--- src/rtl/core/hbps_pkg.sv ---
// haptic beep pattern sequencer: shared types and constants
// payload structs, pattern and register codes, scale unit request/response
`timescale 1ns / 1ps

package hbps_pkg;

  localparam int unsigned TICK_W     = 16;
  localparam int unsigned CFG_IDX_W  = 3;
  localparam int unsigned CFG_DATA_W = 32;

  typedef enum logic [2:0] {
    PAT_NONE = 3'd0,
    PAT_DUTY = 3'd1,
    PAT_CONT = 3'd2,
    PAT_TEMP = 3'd3,
    PAT_VOLT = 3'd4
  } hbps_pattern_e;

  localparam logic [2:0] RSN_DUTY      = 3'd1;
  localparam logic [2:0] RSN_TEMP      = 3'd2;
  localparam logic [2:0] RSN_LOW_VOLT  = 3'd3;
  localparam logic [2:0] RSN_HIGH_VOLT = 3'd4;

  typedef enum logic [CFG_IDX_W-1:0] {
    CFG_DUTY_THR  = 3'd0,
    CFG_CUR_THR   = 3'd1,
    CFG_TONE_LEN  = 3'd2,
    CFG_DUTY_TONE = 3'd3,
    CFG_ERR_TONE  = 3'd4,
    CFG_VIB_TONE  = 3'd5,
    CFG_STR_MIN   = 3'd6,
    CFG_STR_COEF  = 3'd7
  } hbps_cfg_e;

  typedef struct packed {
    logic        running;
    logic        handtest_mode;
    logic [2:0]  pushback_reason;
    logic [15:0] motor_duty;
    logic [15:0] current_saturation;
    logic [15:0] speed;
  } hbps_in_t;

  typedef struct packed {
    logic [2:0]  pattern;
    logic        tone_active;
    logic [15:0] tone_frequency;
    logic [15:0] tone_amplitude;
    logic        vibrate_active;
    logic [15:0] vibrate_frequency;
    logic [15:0] vibrate_amplitude;
    logic        stop_tones;
  } hbps_out_t;

  typedef struct packed {
    logic [15:0] speed;
    logic [15:0] strength_min;
    logic [15:0] coef_b;
    logic [15:0] coef_c;
    logic [15:0] tone_strength;
    logic [15:0] vib_strength;
  } hbps_scale_req_t;

  typedef struct packed {
    logic        idle;
    logic        done;
    logic [15:0] tone_amp;
    logic [15:0] vib_amp;
  } hbps_scale_rsp_t;

endpackage

--- src/rtl/core/hbps_scale_unit.sv ---
// speed scale and amplitude unit around one shared 17x33 signed multiplier
// depends on hbps_pkg for the request and response structs
`timescale 1ns / 1ps

module hbps_scale_unit (
  input  logic                    clk_i,
  input  logic                    rst_ni,
  input  logic                    start_i,
  input  hbps_pkg::hbps_scale_req_t req_i,
  input  logic                    take_i,
  output hbps_pkg::hbps_scale_rsp_t rsp_o
);
  import hbps_pkg::*;

  typedef enum logic [8:0] {
    S_IDLE  = 9'b000000001,
    S_SQ    = 9'b000000010,
    S_CSQ   = 9'b000000100,
    S_BS    = 9'b000001000,
    S_SUM   = 9'b000010000,
    S_CLAMP = 9'b000100000,
    S_TAMP  = 9'b001000000,
    S_VAMP  = 9'b010000000,
    S_DONE  = 9'b100000000
  } hbps_scale_state_e;

  hbps_scale_state_e      state_q, state_d;
  hbps_scale_req_t        req_q;
  logic signed [49:0]     prod_q, acc_q, acc_d;
  logic signed [16:0]     op_a;
  logic signed [32:0]     op_b;
  logic signed [49:0]     prod;
  logic [16:0]            scale_q, scale_d;
  logic [15:0]            tone_amp_q;

  always_comb begin
    op_a    = '0;
    op_b    = '0;
    acc_d   = acc_q;
    scale_d = scale_q;
    state_d = state_q;
    unique case (state_q)
      S_IDLE: begin
        if (start_i) state_d = S_SQ;
      end
      S_SQ: begin
        op_a    = $signed({req_q.speed[15], req_q.speed});
        op_b    = $signed({{17{req_q.speed[15]}}, req_q.speed});
        state_d = S_CSQ;
      end
      S_CSQ: begin
        op_a    = $signed({req_q.coef_c[15], req_q.coef_c});
        op_b    = $signed(prod_q[32:0]);
        state_d = S_BS;
      end
      S_BS: begin
        op_a    = $signed({req_q.coef_b[15], req_q.coef_b});
        op_b    = $signed({{17{req_q.speed[15]}}, req_q.speed});
        acc_d   = $signed({18'b0, req_q.strength_min, 16'b0}) + prod_q;
        state_d = S_SUM;
      end
      S_SUM: begin
        acc_d   = acc_q + $signed({prod_q[41:0], 8'b0});
        state_d = S_CLAMP;
      end
      S_CLAMP: begin
        if (acc_q <= 50'sd0) begin
          scale_d = '0;
        end else if (acc_q >= $signed(50'h1_0000_0000)) begin
          scale_d = 17'h1_0000;
        end else begin
          scale_d = {1'b0, acc_q[31:16]};
        end
        state_d = S_TAMP;
      end
      S_TAMP: begin
        op_a    = $signed({1'b0, req_q.tone_strength});
        op_b    = $signed({16'b0, scale_q});
        state_d = S_VAMP;
      end
      S_VAMP: begin
        op_a    = $signed({1'b0, req_q.vib_strength});
        op_b    = $signed({16'b0, scale_q});
        state_d = S_DONE;
      end
      S_DONE: begin
        if (take_i) state_d = S_IDLE;
      end
      default: state_d = S_IDLE;
    endcase
  end

  assign prod = op_a * op_b;

  always_ff @(posedge clk_i or negedge rst_ni) begin
    if (!rst_ni) begin
      state_q <= S_IDLE;
    end else begin
      state_q <= state_d;
    end
  end

  always_ff @(posedge clk_i) begin
    if (start_i && state_q == S_IDLE) req_q <= req_i;
    if (state_q != S_IDLE && state_q != S_DONE) prod_q <= prod;
    acc_q   <= acc_d;
    scale_q <= scale_d;
    if (state_q == S_VAMP) tone_amp_q <= prod_q[31:16];
  end

  assign rsp_o.idle     = (state_q == S_IDLE);
  assign rsp_o.done     = (state_q == S_DONE);
  assign rsp_o.tone_amp = tone_amp_q;
  assign rsp_o.vib_amp  = prod_q[31:16];

  a_start_when_idle: assert property (@(posedge clk_i) disable iff (!rst_ni)
    start_i |-> state_q == S_IDLE)
    else $error("scale unit started while busy");

  a_scale_clamped: assert property (@(posedge clk_i) disable iff (!rst_ni)
    state_q == S_TAMP |-> scale_q <= 17'h1_0000)
    else $error("speed scale above one");

  a_done_release: assert property (@(posedge clk_i) disable iff (!rst_ni)
    (state_q == S_DONE && take_i) |=> state_q == S_IDLE)
    else $error("scale unit did not release after take");

  a_done_holds: assert property (@(posedge clk_i) disable iff (!rst_ni)
    (state_q == S_DONE && !take_i) |=> (state_q == S_DONE && $stable(prod_q)))
    else $error("scale result changed while waiting");

endmodule

--- src/rtl/core/haptic_beep_pattern_sequencer.sv ---
// haptic beep pattern sequencer top level: config registers, pattern state, result register
// depends on hbps_pkg and hbps_scale_unit
`timescale 1ns / 1ps

// One request is one control tick. The tick is classified and the pattern, beat and
// playing state are updated in the cycle it is taken; the speed scale and the two
// amplitudes then go through one shared 17x33 multiplier in eight sequencer steps
// (speed squared, quadratic term, linear term, sum, clamp, tone amplitude, vibration
// amplitude, hand-off). The result waits in the hand-off step while the output side
// is stalled and then moves into the output register; the next request is taken only
// once the scale unit is idle again, so a new tick is not taken while one is in
// flight. The user must write configuration only while no tick is in flight; the
// block itself does not enforce this.
module haptic_beep_pattern_sequencer (
  input  logic                                 clk_i,
  input  logic                                 rst_ni,
  input  logic                                 cfg_we_i,
  input  logic [hbps_pkg::CFG_IDX_W-1:0]       cfg_idx_i,
  input  logic [hbps_pkg::CFG_DATA_W-1:0]      cfg_wdata_i,
  input  logic                                 in_valid_i,
  output logic                                 in_stall_o,
  input  hbps_pkg::hbps_in_t                   in_data_i,
  output logic                                 out_valid_o,
  input  logic                                 out_stall_i,
  output hbps_pkg::hbps_out_t                  out_data_o
);
  import hbps_pkg::*;

  logic [15:0] duty_thr_q, cur_thr_q, tone_len_q, str_min_q;
  logic [31:0] duty_tone_q, err_tone_q, vib_tone_q, str_coef_q;

  hbps_pattern_e     pat_q, pat_d;
  logic [TICK_W-1:0] elapsed_q, elapsed_d;
  logic [15:0]       phase_q, phase_d;
  logic [2:0]        index_q, index_d;
  logic              flag_q, flag_d;

  hbps_pattern_e item_pat_q;
  logic          item_should_q, item_stop_q;
  logic [31:0]   item_word_q;

  logic        out_valid_q;
  hbps_out_t   out_q;

  hbps_scale_req_t scale_req;
  hbps_scale_rsp_t scale_rsp;
  logic            in_accept, take;

  hbps_pattern_e     want, cur_pat;
  logic              do_switch, should, stop;
  logic [15:0]       len;
  logic [3:0]        beats, off;
  logic [TICK_W-1:0] elapsed_cur;
  logic [15:0]       phase_cur;
  logic [2:0]        index_cur;
  logic [16:0]       phase_inc;
  logic [3:0]        index_inc;
  logic [31:0]       word;
  logic              tone_on, vib_on;
  hbps_out_t         out_d;

  assign in_accept = in_valid_i && !in_stall_o;
  assign in_stall_o = !scale_rsp.idle;
  assign take = scale_rsp.done && (!out_valid_q || !out_stall_i);

  always_ff @(posedge clk_i or negedge rst_ni) begin
    if (!rst_ni) begin
      duty_thr_q  <= 16'd29491;
      cur_thr_q   <= 16'd0;
      tone_len_q  <= 16'd100;
      duty_tone_q <= 32'd0;
      err_tone_q  <= 32'd0;
      vib_tone_q  <= 32'd0;
      str_min_q   <= 16'd65535;
      str_coef_q  <= 32'd0;
    end else if (cfg_we_i) begin
      unique case (cfg_idx_i)
        CFG_DUTY_THR:  duty_thr_q  <= cfg_wdata_i[15:0];
        CFG_CUR_THR:   cur_thr_q   <= cfg_wdata_i[15:0];
        CFG_TONE_LEN:  tone_len_q  <= cfg_wdata_i[15:0];
        CFG_DUTY_TONE: duty_tone_q <= cfg_wdata_i;
        CFG_ERR_TONE:  err_tone_q  <= cfg_wdata_i;
        CFG_VIB_TONE:  vib_tone_q  <= cfg_wdata_i;
        CFG_STR_MIN:   str_min_q   <= cfg_wdata_i[15:0];
        CFG_STR_COEF:  str_coef_q  <= cfg_wdata_i;
      endcase
    end
  end

  // classify, switch, beat decision and state advance for one tick
  always_comb begin
    len = (tone_len_q == 16'd0) ? 16'd1 : tone_len_q;

    priority if (!in_data_i.running || in_data_i.handtest_mode) begin
      want = PAT_NONE;
    end else if (in_data_i.pushback_reason == RSN_DUTY) begin
      want = ($signed(in_data_i.motor_duty) > $signed(duty_thr_q)) ? PAT_CONT : PAT_DUTY;
    end else if (in_data_i.pushback_reason == RSN_TEMP) begin
      want = PAT_TEMP;
    end else if (in_data_i.pushback_reason == RSN_LOW_VOLT ||
                 in_data_i.pushback_reason == RSN_HIGH_VOLT) begin
      want = PAT_VOLT;
    end else if (cur_thr_q != 16'd0 && in_data_i.current_saturation > cur_thr_q) begin
      want = PAT_CONT;
    end else begin
      want = PAT_NONE;
    end

    do_switch = (want != pat_q) &&
                ({{(33-TICK_W){1'b0}}, elapsed_q} > {17'b0, len});
    cur_pat     = do_switch ? want : pat_q;
    elapsed_cur = do_switch ? '0 : elapsed_q;
    phase_cur   = do_switch ? 16'd0 : phase_q;
    index_cur   = do_switch ? 3'd0 : index_q;

    unique case (cur_pat)
      PAT_DUTY: beats = 4'd2;
      PAT_TEMP: beats = 4'd6;
      PAT_VOLT: beats = 4'd8;
      default:  beats = 4'd0;
    endcase
    off = (beats > 4'd2) ? beats - 4'd2 : 4'd0;

    should = (cur_pat != PAT_NONE) &&
             ((beats == 4'd0) ||
              (!index_cur[0] && (off == 4'd0 || {1'b0, index_cur} != off)));
    stop = flag_q && !should;

    unique case (cur_pat)
      PAT_DUTY, PAT_CONT: word = duty_tone_q;
      PAT_TEMP, PAT_VOLT: word = err_tone_q;
      default:            word = 32'd0;
    endcase

    flag_d = stop ? 1'b0 : (should ? 1'b1 : flag_q);
    pat_d  = cur_pat;
    elapsed_d = (elapsed_cur != {TICK_W{1'b1}}) ? elapsed_cur + 1'b1 : elapsed_cur;

    phase_inc = {1'b0, phase_cur} + 17'd1;
    index_inc = {1'b0, index_cur} + 4'd1;
    if (phase_inc >= {1'b0, len}) begin
      phase_d = 16'd0;
      if (beats == 4'd0 || index_inc >= beats) index_d = 3'd0;
      else index_d = index_inc[2:0];
    end else begin
      phase_d = phase_inc[15:0];
      index_d = index_cur;
    end
  end

  always_ff @(posedge clk_i or negedge rst_ni) begin
    if (!rst_ni) begin
      pat_q     <= PAT_NONE;
      elapsed_q <= '0;
      phase_q   <= '0;
      index_q   <= '0;
      flag_q    <= 1'b0;
    end else if (in_accept) begin
      pat_q     <= pat_d;
      elapsed_q <= elapsed_d;
      phase_q   <= phase_d;
      index_q   <= index_d;
      flag_q    <= flag_d;
    end
  end

  always_ff @(posedge clk_i) begin
    if (in_accept) begin
      item_pat_q    <= cur_pat;
      item_should_q <= should;
      item_stop_q   <= stop;
      item_word_q   <= word;
    end
  end

  assign scale_req.speed         = in_data_i.speed;
  assign scale_req.strength_min  = str_min_q;
  assign scale_req.coef_b        = str_coef_q[31:16];
  assign scale_req.coef_c        = str_coef_q[15:0];
  assign scale_req.tone_strength = word[15:0];
  assign scale_req.vib_strength  = vib_tone_q[15:0];

  hbps_scale_unit u_scale (
    .clk_i   (clk_i),
    .rst_ni  (rst_ni),
    .start_i (in_accept),
    .req_i   (scale_req),
    .take_i  (take),
    .rsp_o   (scale_rsp)
  );

  always_comb begin
    tone_on = item_should_q && (item_word_q[15:0] != 16'd0);
    vib_on  = item_should_q && (vib_tone_q[15:0] != 16'd0);
    out_d.pattern           = item_pat_q;
    out_d.tone_active       = tone_on;
    out_d.tone_frequency    = tone_on ? item_word_q[31:16] : 16'd0;
    out_d.tone_amplitude    = tone_on ? scale_rsp.tone_amp : 16'd0;
    out_d.vibrate_active    = vib_on;
    out_d.vibrate_frequency = vib_on ? vib_tone_q[31:16] : 16'd0;
    out_d.vibrate_amplitude = vib_on ? scale_rsp.vib_amp : 16'd0;
    out_d.stop_tones        = item_stop_q;
  end

  always_ff @(posedge clk_i or negedge rst_ni) begin
    if (!rst_ni) begin
      out_valid_q <= 1'b0;
    end else if (take) begin
      out_valid_q <= 1'b1;
    end else if (!out_stall_i) begin
      out_valid_q <= 1'b0;
    end
  end

  always_ff @(posedge clk_i) begin
    if (take) out_q <= out_d;
  end

  assign out_valid_o = out_valid_q;
  assign out_data_o  = out_q;

  a_out_hold: assert property (@(posedge clk_i) disable iff (!rst_ni)
    (out_valid_o && out_stall_i) |=> (out_valid_o && $stable(out_data_o)))
    else $error("stalled result changed or dropped");

  a_busy_after_accept: assert property (@(posedge clk_i) disable iff (!rst_ni)
    in_accept |=> in_stall_o)
    else $error("input not stalled while a request is in flight");

  a_stop_silent: assert property (@(posedge clk_i) disable iff (!rst_ni)
    (out_valid_o && out_data_o.stop_tones) |->
      (!out_data_o.tone_active && !out_data_o.vibrate_active))
    else $error("stop pulse with a tone still active");

endmodule
--- config.mk ---
export PLATFORM = sky130hd
export DESIGN_NAME = haptic_beep_pattern_sequencer
export DESIGN_NICKNAME = d
export VERILOG_FILES = /design/src/rtl/core/hbps_pkg.sv /design/src/rtl/core/hbps_scale_unit.sv /design/src/rtl/core/haptic_beep_pattern_sequencer.sv
export SDC_FILE = /design/constraint.sdc
export NUM_CORES = 2
export LEC_CHECK = 0
export BUFFER_PORTS_ARGS = -buffer_cell sky130_fd_sc_hd__buf_2
export CORE_UTILIZATION = 50
export DETAILED_ROUTE_END_ITERATION = 10
export GPL_ROUTABILITY_DRIVEN = 0
export PLACE_DENSITY = 0.69
export SLEW_MARGIN = 40
export SYNTH_ARGS = -nofsm -noshare
export SYNTH_HDL_FRONTEND = slang
export SYNTH_SLANG_ARGS = --single-unit
export TNS_END_PERCENT = 50
--- constraint.sdc ---
create_clock -name clk_i -period 9 [get_ports clk_i]
set_input_delay 2.7 -clock clk_i [delete_from_list [all_inputs] [get_ports clk_i]]
set_output_delay 2.7 -clock clk_i [all_outputs]
set_load 0.05 [all_outputs]
==> results.yml <==
outcome:
  status: "complete, no violations"
synth:
  yosysWarnings: 0
  synthCells: 4335
  async_flop_share_pct: 42.96
  synth_cell_types: 81
  synth_top_area_share_pct: 23.70
  synth_mux_area_share_pct: 3.987
  synthAdderAreaFrac_pct: 30.47
  synth_edf_count: 320
  synth_simple_gate_area_share_pct: 13.13
  yosys-top-cells-area: "fa_1 (24%), edfxtp_1 (21%), dfrtp_1 (12%)"
  avgSynthCellArea_um2: 10.48
  ys.flop_type: "edfxtp_1"
  yosysTopAreaCell: "fa_1"
  syn-num-nets: 5211
  synth_xor_area_share_pct: 2.638
  ys_ff_latch: 561
  syn-cell-area_um2: 45440
  synth_top_family_by_area: "adder cells"
  ys_seq_area_share_pct: 34.50
  synth_compound_gate_area_share_pct: 8.663
layout:
  drive_gt1_share_pct: 13.83
  multiInputGateArea_um2: 27060
  stdcell_area_um2: 50570
  final_cell_mix: "inv_1 (647), fa_1 (537), nand2_1 (484)"
  regArea_um2: 15680
  final_common_cell: "inv_1"
  utilization_pct: 56.18
  fill_cells: 7771
  area_growth_syn_to_layout_pct: 11.30
  nets: 5415
route:
  route.detailed.drc: 0
  initialDrtViolationCount: 3284
  wl_um: 129100
  ant_nets: 0
  vias_per_cell: 5.756
  vias: 33195
  drt-wirelength-per-cell_um: 22.39
  drt_pass1_iterations: 8
timing:
  drv_slew: 0
  hold_violations: 0
  fin_skew_ns: 0.03684
  slew-limit-headroom_pct: 45.70
  tightest_slew_ns: 0.8117
  max_freq_mhz: 114.8
  fin_crit_ns: 8.713
  rsz0062_at_grt: "no"
  worst_slack_ns: 0.2874
  fin_crit_sh_pct: 96.81
  finalSetupViolCount: 0
clock_network:
  clk_path_buf_depth: 3
  cts_setup_buffers: 0
  numCtsBuffers: 59
  clockRootBuffer: "clkbuf_16"
  htreeDepth: 2
  cts_tree: "yes"
  clock_latency_ns: 0.66
  cts_hold_buf: 0
  clkSinkCount: 561
  path_clk_slew_ns: 0.06
pwr:
  p_leak_nw: 22.99
  ir_drop_mv: 0.1884
  powerDensity_nw_per_um2: 221.3
worst_hold_path:
  hp-class: "register to register"
die:
  die_h_um: 303.5
  die_w_um: 303.5
  coreArea_um2: 90010
  die-area_um2: 92090
  rows: 110
  initial_core_util_pct: 50.48
  ios: 165
setup_path:
  cpMostUsedCell: "fa_1"
  worstSetupEndpointType: "register"
  worstSetupPathType: "register to register"
  cp_top_family: "adder cells"
  critical-path-max-stage-delay_ns: 0.57
  arrival_ns: 9.09
  required_ns: 9.38
  path_buf_inv: 6
  slowest_stage: "fa_1"
  path_max_fanout: 18
  cp-start-kind: "register"
global_routing:
  globalRouteTotalUtil_pct: 28.65
  grt_start_max_net_pins: 99
  grt_pass1_vias: 33410
  antenna_found_initial: 8
  grt-ovfl-total: 0
  grt_pass1_wl_um: 197800
place:
  placed_cell_area_um2: 48440
  port_buffers: 164
  detailedPlacementHpwl_um: 100900
  place_ws_ns: -0.2676
run:
  drv_cap: 0
what timing repair did:
item,in CTS,in global routing
gates cloned,0,0
resized for setup,5,28
setup endpoints to repair,2,12
metrics by stage:
step           cells  hold WS, ns  setup TNS [ns]  power, W
2_1_floorplan   4335       0.4003               0  0.006835
3_3_place_gp    5653       0.4020       -0.001621  0.008473
3_5_place_dp    5655       0.4057         -0.3109  0.008556
4_1_cts         5767       0.4220               0   0.01113
5_1_grt         5766       0.4206               0   0.01176
6_report        5767       0.4198               0   0.01119
layout make-up:
cell class                      instances  share of cell area, %
Antenna cell                            1               0.004948
Timing Repair Buffer                  288                  3.733
Clock buffer                           83                  3.320
Multi-Input combinational cell       2978                  53.51
Clock inverter                         29                 0.6754
Tap cell                             1176                  2.910
Sequential cell                       561                  31.00
Inverter                              651                  4.847
final timing paths:
| check | slack (ns) | cells after the start | start | to |
|---|---|---|---|---|
| hold reg to reg | 0.42 | 0 | item_pat_q[2] | out_data_o[69] |
| min in group asynchronous | 1.93 | 1 | rst_ni | vib_tone_q[26] |
| setup reg to reg | 0.29 | 29 | u_scale.state_q[4] | u_scale.prod_q[48] |
| setup / recovery | 0.29 | 29 | u_scale.state_q[4] | u_scale.prod_q[48] |
| hold / removal | 0.42 | 0 | item_pat_q[2] | out_data_o[69] |
| max in group asynchronous | 5.73 | 3 | rst_ni | vib_tone_q[17] |
flip-flops by register name, summed over array words and instances (netlist names), 3 cells and up:
| name | count |
|---|---|
| u_scale.tone_amp_q | 16 |
| phase_q | 16 |
| u_scale.state_q | 9 |
| u_scale.prod_q | 50 |
| index_q | 3 |
| duty_thr_q | 16 |
| err_tone_q | 32 |
| tone_len_q | 16 |
| str_min_q | 16 |
| item_word_q | 32 |
| duty_tone_q | 32 |
| cur_thr_q | 16 |
| elapsed_q | 16 |
| vib_tone_q | 32 |
| str_coef_q | 32 |
| u_scale.req_q | 80 |
| item_pat_q | 3 |
| pat_q | 3 |
| out_data_o | 70 |
| u_scale.scale_q | 17 |
| u_scale.acc_q | 50 |
layer usage:
layer / up-vias / track usage [%] / share of wire [%]
met3: 382 / 5.883 / 9.4
li1: 14747 / - / -
met2: 1535 / 44.85 / 45
met1: 16521 / 38.04 / 39
met5: - / 0 / 0.052
met4: 10 / 14.29 / 6.0
cell families (layout without fill, tap and decap cells):
family | after synthesis | after routing
and+or+nand+nor | 1311 | 1311
buffers and inverters | 796 | 1051
adders and majority gates | 784 | 784
AOI/OAI and AO/OA | 586 | 586
DFF | 561 | 561
muxes | 161 | 161
xor gates and xnor gates | 136 | 136
other | 0 | 1
cells in the mapped netlist (35+ instances only):
library cell  number
a21o_1            52
a21oi_1          135
a22o_1            46
and2_1           115
clkbuf_1         123
dfrtp_1          212
edfxtp_1         320
fa_1             538
ha_1             245
inv_1            647
mux2_2           149
nand2_1          492
nand3_1           47
nand4_1           35
nor2_1           409
nor3_1            36
o21ai_0          144
xnor2_1           77
xor2_1            58
report_power, final:
part	switching, W	total [W]	internal, W
sequential	0.000609	0.00413	0.00352
clock	0.00108	0.00254	0.00146
combinational	0.00284	0.00452	0.00168
No activity file was read; power rests on OpenSTA's default activity.
